`src/rtl/bb3_pkg.sv`:
```
// Shared types and constants for the 3x3 clipped box blur.
// Used by the controller, datapath, divider and top level; no dependencies.
package bb3_pkg;

   localparam int PIX_W          = 8;
   localparam int CHAN_N         = 3;
   localparam int PIXEL_W        = PIX_W * CHAN_N;
   localparam int WIN_N          = 9;
   localparam int DIM_W          = 11;
   localparam int SUM_W          = 12;
   localparam int NCNT_W         = 4;
   localparam int NUM_W          = 13;
   localparam int DEN_W          = 5;
   localparam int QUO_W          = 8;
   localparam int STEP_W         = 4;
   localparam int CSR_ADDR_W     = 3;
   localparam int CSR_DATA_W     = 32;
   localparam int DEF_MAX_WIDTH  = 1024;
   localparam int DEF_MAX_HEIGHT = 1024;

   localparam logic [DIM_W-1:0] WIDTH_RST  = 11'd640;
   localparam logic [DIM_W-1:0] HEIGHT_RST = 11'd480;

   typedef logic [0:0] reg_idx_type;
   localparam reg_idx_type REG_IMAGE_WIDTH  = 1'b0;
   localparam reg_idx_type REG_IMAGE_HEIGHT = 1'b1;

   typedef enum logic [2:0] {
      ST_IDLE,
      ST_UPDATE,
      ST_SUM,
      ST_DIV_START,
      ST_DIV_WAIT,
      ST_EMIT
   } state_type;

   typedef struct packed {
      logic take;
      logic shift;
      logic sum_load;
      logic div_start;
      logic out_load;
   } cmd_type;

   typedef struct packed {
      logic emit;
      logic div_idle;
      logic out_free;
   } status_type;

endpackage

```
`src/rtl/bb3_ctrl.sv`:
```
// Controller state machine: sequences accept, row update, sum, divide, emit.
// Depends on bb3_pkg.
module bb3_ctrl import bb3_pkg::*; (
   input  logic       clock,
   input  logic       reset,
   input  logic       req_tvalid,
   input  status_type sts,
   output cmd_type    cmd
);

   state_type state_ff, state_in;

   always_comb begin
      state_in = state_ff;
      case (state_ff)
         ST_IDLE: begin
            if (req_tvalid) state_in = ST_UPDATE;
         end
         ST_UPDATE: begin
            state_in = sts.emit ? ST_SUM : ST_IDLE;
         end
         ST_SUM: begin
            state_in = ST_DIV_START;
         end
         ST_DIV_START: begin
            state_in = ST_DIV_WAIT;
         end
         ST_DIV_WAIT: begin
            if (sts.div_idle) state_in = ST_EMIT;
         end
         ST_EMIT: begin
            if (sts.out_free) state_in = ST_IDLE;
         end
         default: begin
            state_in = ST_IDLE;
         end
      endcase
   end

   always_comb begin
      cmd = '0;
      case (state_ff)
         ST_IDLE:      cmd.take      = 1'b1;
         ST_UPDATE:    cmd.shift     = 1'b1;
         ST_SUM:       cmd.sum_load  = 1'b1;
         ST_DIV_START: cmd.div_start = 1'b1;
         ST_EMIT:      cmd.out_load  = sts.out_free;
         default:      cmd           = '0;
      endcase
   end

   always_ff @(posedge clock) begin
      if (reset) begin
         state_ff <= ST_IDLE;
      end else begin
         state_ff <= state_in;
      end
   end

   a_update_follows_accept: assert property (@(posedge clock) disable iff (reset)
      state_ff == ST_UPDATE |-> $past(state_ff == ST_IDLE && req_tvalid))
      else $error("row update without an accepted item");

   a_emit_holds: assert property (@(posedge clock) disable iff (reset)
      (state_ff == ST_EMIT && !sts.out_free) |=> state_ff == ST_EMIT)
      else $error("result dropped while output register busy");

endmodule

```
`config.mk`:
```
export PLATFORM = sky130hd
export DESIGN_NAME = bb3_ctrl
export DESIGN_NICKNAME = d
export VERILOG_FILES = /design/src/rtl/bb3_pkg.sv /design/src/rtl/bb3_ctrl.sv
export SDC_FILE = /design/constraint.sdc
export NUM_CORES = 1
export LEC_CHECK = 0
export ABC_AREA = 0
export BUFFER_PORTS_ARGS = -buffer_cell sky130_fd_sc_hd__buf_2
export CORE_AREA = 2 2 39 41
export DETAILED_ROUTE_END_ITERATION = 10
export DIE_AREA = 0 0 41 43
export SYNTH_ARGS = -nofsm -noshare
export SYNTH_HDL_FRONTEND = slang
export SYNTH_SLANG_ARGS = --single-unit
export TNS_END_PERCENT = 10
```
`constraint.sdc`:
```
create_clock -name clock -period 1.5 [get_ports clock]
set_clock_uncertainty 0.15 [all_clocks]
set_input_delay 0.15 -clock clock [delete_from_list [all_inputs] [get_ports clock]]
set_output_delay 0.15 -clock clock [all_outputs]
set_load 0.01 [all_outputs]
```
==> flow_summary.ini, run 1 <==
[layout]
final_cell_mix = sky130_fd_sc_hd__buf_2 (10), sky130_fd_sc_hd__nand2_1 (3), sky130_fd_sc_hd__clkbuf_4 (3)
antenna-diode-count = 0
layout_top_registers = state_ff (3)
largest_register_ff_count = 3
final_cell_area_um2 = 289
fin_nets = 42
post-route-util = 0.209
post_route_cells_drive_above_1_share = 0.600
layout.cells.most_common = sky130_fd_sc_hd__buf_2
max_flop_register = state_ff
synthToLayoutAreaGrowth_pct = 53.0

[critical_path]
crit_required_ps = 1200
cp_data_arrival_time_ps = 1090
critical_path.reg2reg.endpoint = state_ff[0]
crit_fanout = 8
r2r_slack_ps = 400
cp_slowest_stage_delay_ps = 390
worst-path-buf-inv = 2
crit_type = register to output pin
timing.critical_path.to_type = output pin
startpoint_of_the_worst_slack_reg_to_reg_timing_path = state_ff[2]
reg2regPathDepth = 2
critical_path.slowest_cell = sky130_fd_sc_hd__dfxtp_2
cp-start-kind = register
critical_path.top_delay_family = flip-flops
worstPathCellList = nand2_1 -> or2_1 -> inv_1 -> buf_2

[pwr]
net-switching-power_w = 0.0000687
power.sequential.fraction = 0.344
p_clk_frac = 0.508
p_int_w = 0.000208
power_frac_comb = 0.148
peakVddDrop_uv = 337
power.leakage_nw = 0.131
swShare = 0.249
power_density_mw_per_mm2 = 956
power_w = 0.000276

[clock_tree]
num_clock_sinks = 3
post-cts-setup-buffer-count = 0
clock_tree.htree_level_count = 1
clkLatencyLatePin_ps = 230
clkTransAtPathRegs_ps = 40
cts_inserted_buffers = 3
cts-root-buf = sky130_fd_sc_hd__clkbuf_4
clock_path_buffers = 2
cts_tree = built

[place]
portBuffers = 10
dp_slack_ps = 221
gpl.final_weighted_congestion = 0.637
placedInstanceArea_um2 = 248

[logic_synthesis]
synth-compound-area-share = 0.185
yosysWarningCount = 0
xor_xnor_fraction_of_synth_area = 0
postSynthNetCount = 27
post_synth_instance_area_um2 = 189
postSynthRegisterBits = 3
yosys.area_share.simple = 0.358
mux_cell_area_share_after_synthesis = 0.0596
synth-adder-area-share = 0
syn-instance-count = 21
synth.area.top_cells = sky130_fd_sc_hd__dfxtp_1 (32%), sky130_fd_sc_hd__a21oi_2 (9.3%), sky130_fd_sc_hd__nor3b_1 (7.9%), sky130_fd_sc_hd__o31ai_2 (6.6%), sky130_fd_sc_hd__and4b_2 (6.0%)
synth_top_family_by_area = simple AND/OR/NAND/NOR gates
synth.largest_area_cell = sky130_fd_sc_hd__dfxtp_1
syn_area_per_cell_um2 = 9.00
yosysUniqueCellTypes = 14
yosysSeqAreaShare = 0.318
synth.top_cell.area_share = 0.318

[min_path]
min_delay_path_class = input pin to register
hold_depth = 3
worst_hold_endpoint = state_ff[0]
worstHoldStart = req_tvalid

[timing]
setup_ws_ps = 106
period_needed_ps = 1390
worst_slew_margin_rel = 0.813
final_cycle_share = 0.930
transition_at_the_pin_with_the_smallest_max_transition_slack_ps = 280
clock.fmax_mhz = 717
maxSlewViolCount = 0
setup_viol = 0
timing.final.hold_violations = 0
rsz0062_at_grt = no
setup-tns-final_ps = 0

[detailed_routing]
routed_via_density = 3.73
drtIter0Drc = 2
wl_per_cell_um = 9.06
vias = 190
drt_pre_antenna_iters = 4
drtAntennaViolNets = 0
routed_wl_um = 462
remaining_drc_errors = 0

[floorplan]
row_count = 14
area_of_the_core_region_mm2 = 0.00138
initial_core_utilization = 0.137
die_area_mm2 = 0.00176
dieWidth_um = 41
boundaryPins = 11
chipHeight_um = 43

[flow_run]
drv.max_cap_violation_count = 0

[global_route]
grt_pass1_vias = 169
antenna_violations_before_repair = 0
global_route_wire_length_before_repair_um = 738
grt.overflow.total = 0
grt_max_degree = 11
grt_overall_usage = 0.0722

[status]
run_status = completed
[layout make-up]
| type | count | area, um^2 |
|---|---|---|
| inverters | 1 | 3.75 |
| repair buffers | 11 | 60.1 |
| clock buffers | 4 | 26.3 |
| multi-input cells | 16 | 114 |
| well taps | 16 | 20.0 |
| fillers | 154 | 1090 |
| flip-flops and latches | 3 | 65.1 |
[how the worst max path moves through the flow]
| stage | cells past startpoint | to | slack, ps | start |
|---|---|---|---|---|
| global placement | 4 | cmd[1] | 250 | state_ff[0] |
| floorplan | 4 | cmd[1] | 420 | state_ff[0] |
| detailed placement | 4 | cmd[1] | 220 | state_ff[0] |
| global route | 4 | cmd[1] | 10 | state_ff[1] |
| finish | 4 | cmd[1] | 110 | state_ff[1] |
| CTS | 4 | cmd[1] | 2 | state_ff[1] |
[tightest hold or removal path, delay by kind of cell]
kind,cells,cell delay [ps]
compound gates,2,130
buf+inv,1,70
[routing by layer]
metal  global-route usage  vias up  routed length, um
li1                     -      102                  -
met1               0.0769       81                207
met2               0.0719        7                224
met3               0.0366        0                 29
met4                0.120        0                  0
met5                    0        -                  0
[cell usage after synthesis (all sizes together)]
master / number
buf: 1
dfxtp: 3
nor3: 3
a21oi: 2
mux2: 1
and4b: 1
o31ai: 1
nand2: 3
o21ai: 1
or2: 1
nor2: 1
inv: 1
nor3b: 2
[metrics by stage]
step                      hold WS [ps]  cells
after floorplan                   62.4     21
after global placement             232     46
after detailed placement           233     46
after CTS                         5.50     51
after global routing              24.7     51
final                             12.2     51
[what timing repair did]
item	in CTS	in global routing
hold endpoints to repair	2	0
hold buffers	1	0
endpoints found under the setup margin	1	1
resized for setup	1	2
[cells by family after synthesis]
| family | after synthesis |
|---|---|
| flops | 3 |
| compound gates | 4 |
| simple gates | 11 |
| mux | 1 |
| buf+inv | 2 |
[power by group through the flow]
stage	Clock [W]	Combinational [W]	Sequential [W]
detailed placement	0	0.0000391	0.0000960
finish	0.000140	0.0000410	0.0000950
global route	0.000162	0.0000449	0.0000961
global placement	0	0.0000389	0.0000952
floorplan	0	0.0000308	0.0000899
CTS	0.000150	0.0000413	0.0000952
Power figures use the tool's default switching activity.
==> inputs of run 2 (changes only) <==
--- a/config.mk
+++ b/config.mk
@@ -8,6 +8,7 @@
 export ABC_AREA = 0
 export BUFFER_PORTS_ARGS = -buffer_cell sky130_fd_sc_hd__buf_2
 export CORE_AREA = 2 2 39 41
+export CTS_BUF_LIST = sky130_fd_sc_hd__clkbuf_4 sky130_fd_sc_hd__clkbuf_8
 export DETAILED_ROUTE_END_ITERATION = 10
 export DIE_AREA = 0 0 41 43
 export SYNTH_ARGS = -nofsm -noshare
==> flow_summary.ini, run 2 (synthesis gave the netlist of run 1 again) <==
[status]
run_status = completed

[global_route]
grt_max_degree = 11
grt.overflow.total = 0
grt_pass1_vias = 169
global_route_wire_length_before_repair_um = 738
grt_overall_usage = 0.0722
antenna_violations_before_repair = 0

[critical_path]
worstPathCellList = nand2_1 -> or2_1 -> inv_1 -> buf_2
critical_path.slowest_cell = sky130_fd_sc_hd__dfxtp_2
cp_slowest_stage_delay_ps = 390
timing.critical_path.to_type = output pin
cp-start-kind = register
cp_data_arrival_time_ps = 1100
crit_required_ps = 1200
crit_type = register to output pin
crit_fanout = 8

[floorplan]
dieWidth_um = 41
boundaryPins = 11
die_area_mm2 = 0.00176
row_count = 14
chipHeight_um = 43
initial_core_utilization = 0.137
area_of_the_core_region_mm2 = 0.00138

[place]
dp_slack_ps = 221
portBuffers = 10
gpl.final_weighted_congestion = 0.637
dp_cells = 46

[layout]
fin_cells = 51
synthToLayoutAreaGrowth_pct = 55.0
largest_register_ff_count = 3
layout_top_registers = state_ff (3)
fillerInstances = 154
layout.cells.most_common = sky130_fd_sc_hd__buf_2
post_route_cells_drive_above_1_share = 0.629
max_flop_register = state_ff
final_cell_mix = sky130_fd_sc_hd__buf_2 (10), sky130_fd_sc_hd__clkbuf_4 (4), sky130_fd_sc_hd__nand2_1 (3)
fin_nets = 42
antenna-diode-count = 0

[detailed_routing]
drtIter0Drc = 6
wl_per_cell_um = 9.04
vias = 193
routed_wl_um = 461
drtAntennaViolNets = 0
drt_pre_antenna_iters = 4
routed_via_density = 3.78
remaining_drc_errors = 0

[timing]
worst_slew_margin_rel = 0.813
clock.fmax_mhz = 716
maxSlewViolCount = 0
setup_viol = 0
setup_ws_ps = 103
final_cycle_share = 0.931
worst_hold_slack_ps = 10.1
rsz0062_at_grt = no
period_needed_ps = 1400
setup-tns-final_ps = 0
transition_at_the_pin_with_the_smallest_max_transition_slack_ps = 280
timing.final.hold_violations = 0

[clock_tree]
clkTransAtPathRegs_ps = 40
clock_path_buffers = 2
post-cts-setup-buffer-count = 0
num_clock_sinks = 3
cts-root-buf = sky130_fd_sc_hd__clkbuf_4
clkLatencyLatePin_ps = 230
cts_tree = built
clock_tree.htree_level_count = 1
cts_inserted_buffers = 3

[pwr]
peakVddDrop_uv = 340
swShare = 0.238
power_frac_comb = 0.138
power_density_mw_per_mm2 = 1010
net-switching-power_w = 0.0000705
p_clk_frac = 0.541
power.sequential.fraction = 0.320
p_int_w = 0.000226
power.leakage_nw = 0.134

[min_path]
min_delay_path_class = input pin to register

[flow_run]
drv.max_cap_violation_count = 0
[run 2: layout make-up]
| class | instances | area (um^2) | area share |
|---|---|---|---|
| Clock buffer | 4 | 30.0 | 0.103 |
| Tap cell | 16 | 20.0 | 0.0684 |
| Inverter | 1 | 3.75 | 0.0128 |
| Sequential cell | 3 | 65.1 | 0.222 |
| Timing Repair Buffer | 11 | 60.1 | 0.205 |
| Multi-Input combinational cell | 16 | 114 | 0.389 |
[run 2: worst max-delay path, delay by kind of cell (launching register included)]
family	cells	cell delay (ps)
buffers and inverters	2	180
flip-flops	1	390
AND/OR/NAND/NOR	2	290
[run 2: worst paths after layout]
| check | start | endpoint | slack [ps] | depth (start not counted) |
|---|---|---|---|---|
| setup / recovery | state_ff[1] | cmd[1] | 100 | 4 |
| hold reg to reg | state_ff[2] | state_ff[1] | 430 | 1 |
| hold / removal | req_tvalid | state_ff[0] | 10 | 3 |
| setup reg to reg | state_ff[2] | state_ff[0] | 400 | 2 |
[run 2: power groups by stage]
stage | registers (W) | clock network [W] | logic, W
global placement | 0.0000952 | 0 | 0.0000389
detailed placement | 0.0000960 | 0 | 0.0000391
finish | 0.0000949 | 0.000160 | 0.0000410
floorplan | 0.0000899 | 0 | 0.0000308
CTS | 0.0000952 | 0.000170 | 0.0000413
global route | 0.0000961 | 0.000179 | 0.0000449
[run 2: metrics by stage]
step / utilization / total power (W) / area (um^2)
2_1_floorplan: - / 0.000121 / 189
3_3_place_gp: 0.179 / 0.000134 / 248
3_5_place_dp: 0.179 / 0.000135 / 248
4_1_cts: 0.209 / 0.000306 / 289
5_1_grt: 0.212 / 0.000320 / 293
6_report: 0.212 / 0.000296 / 293
[run 2: layer usage]
metal  share of wire  global-route usage  vias up  wire [um]
li1                -                   -      104          -
met1            0.44              0.0769       82        203
met2            0.49              0.0719        7        226
met3           0.065              0.0366        0         30
met4               0               0.120        0          0
met5               0                   0        -          0
[run 2: timing repair]
action                     CTS  global route
setup endpoints to repair    1             1
hold buffers                 1             0
gates resized for setup      1             2
hold endpoints to repair     2             0
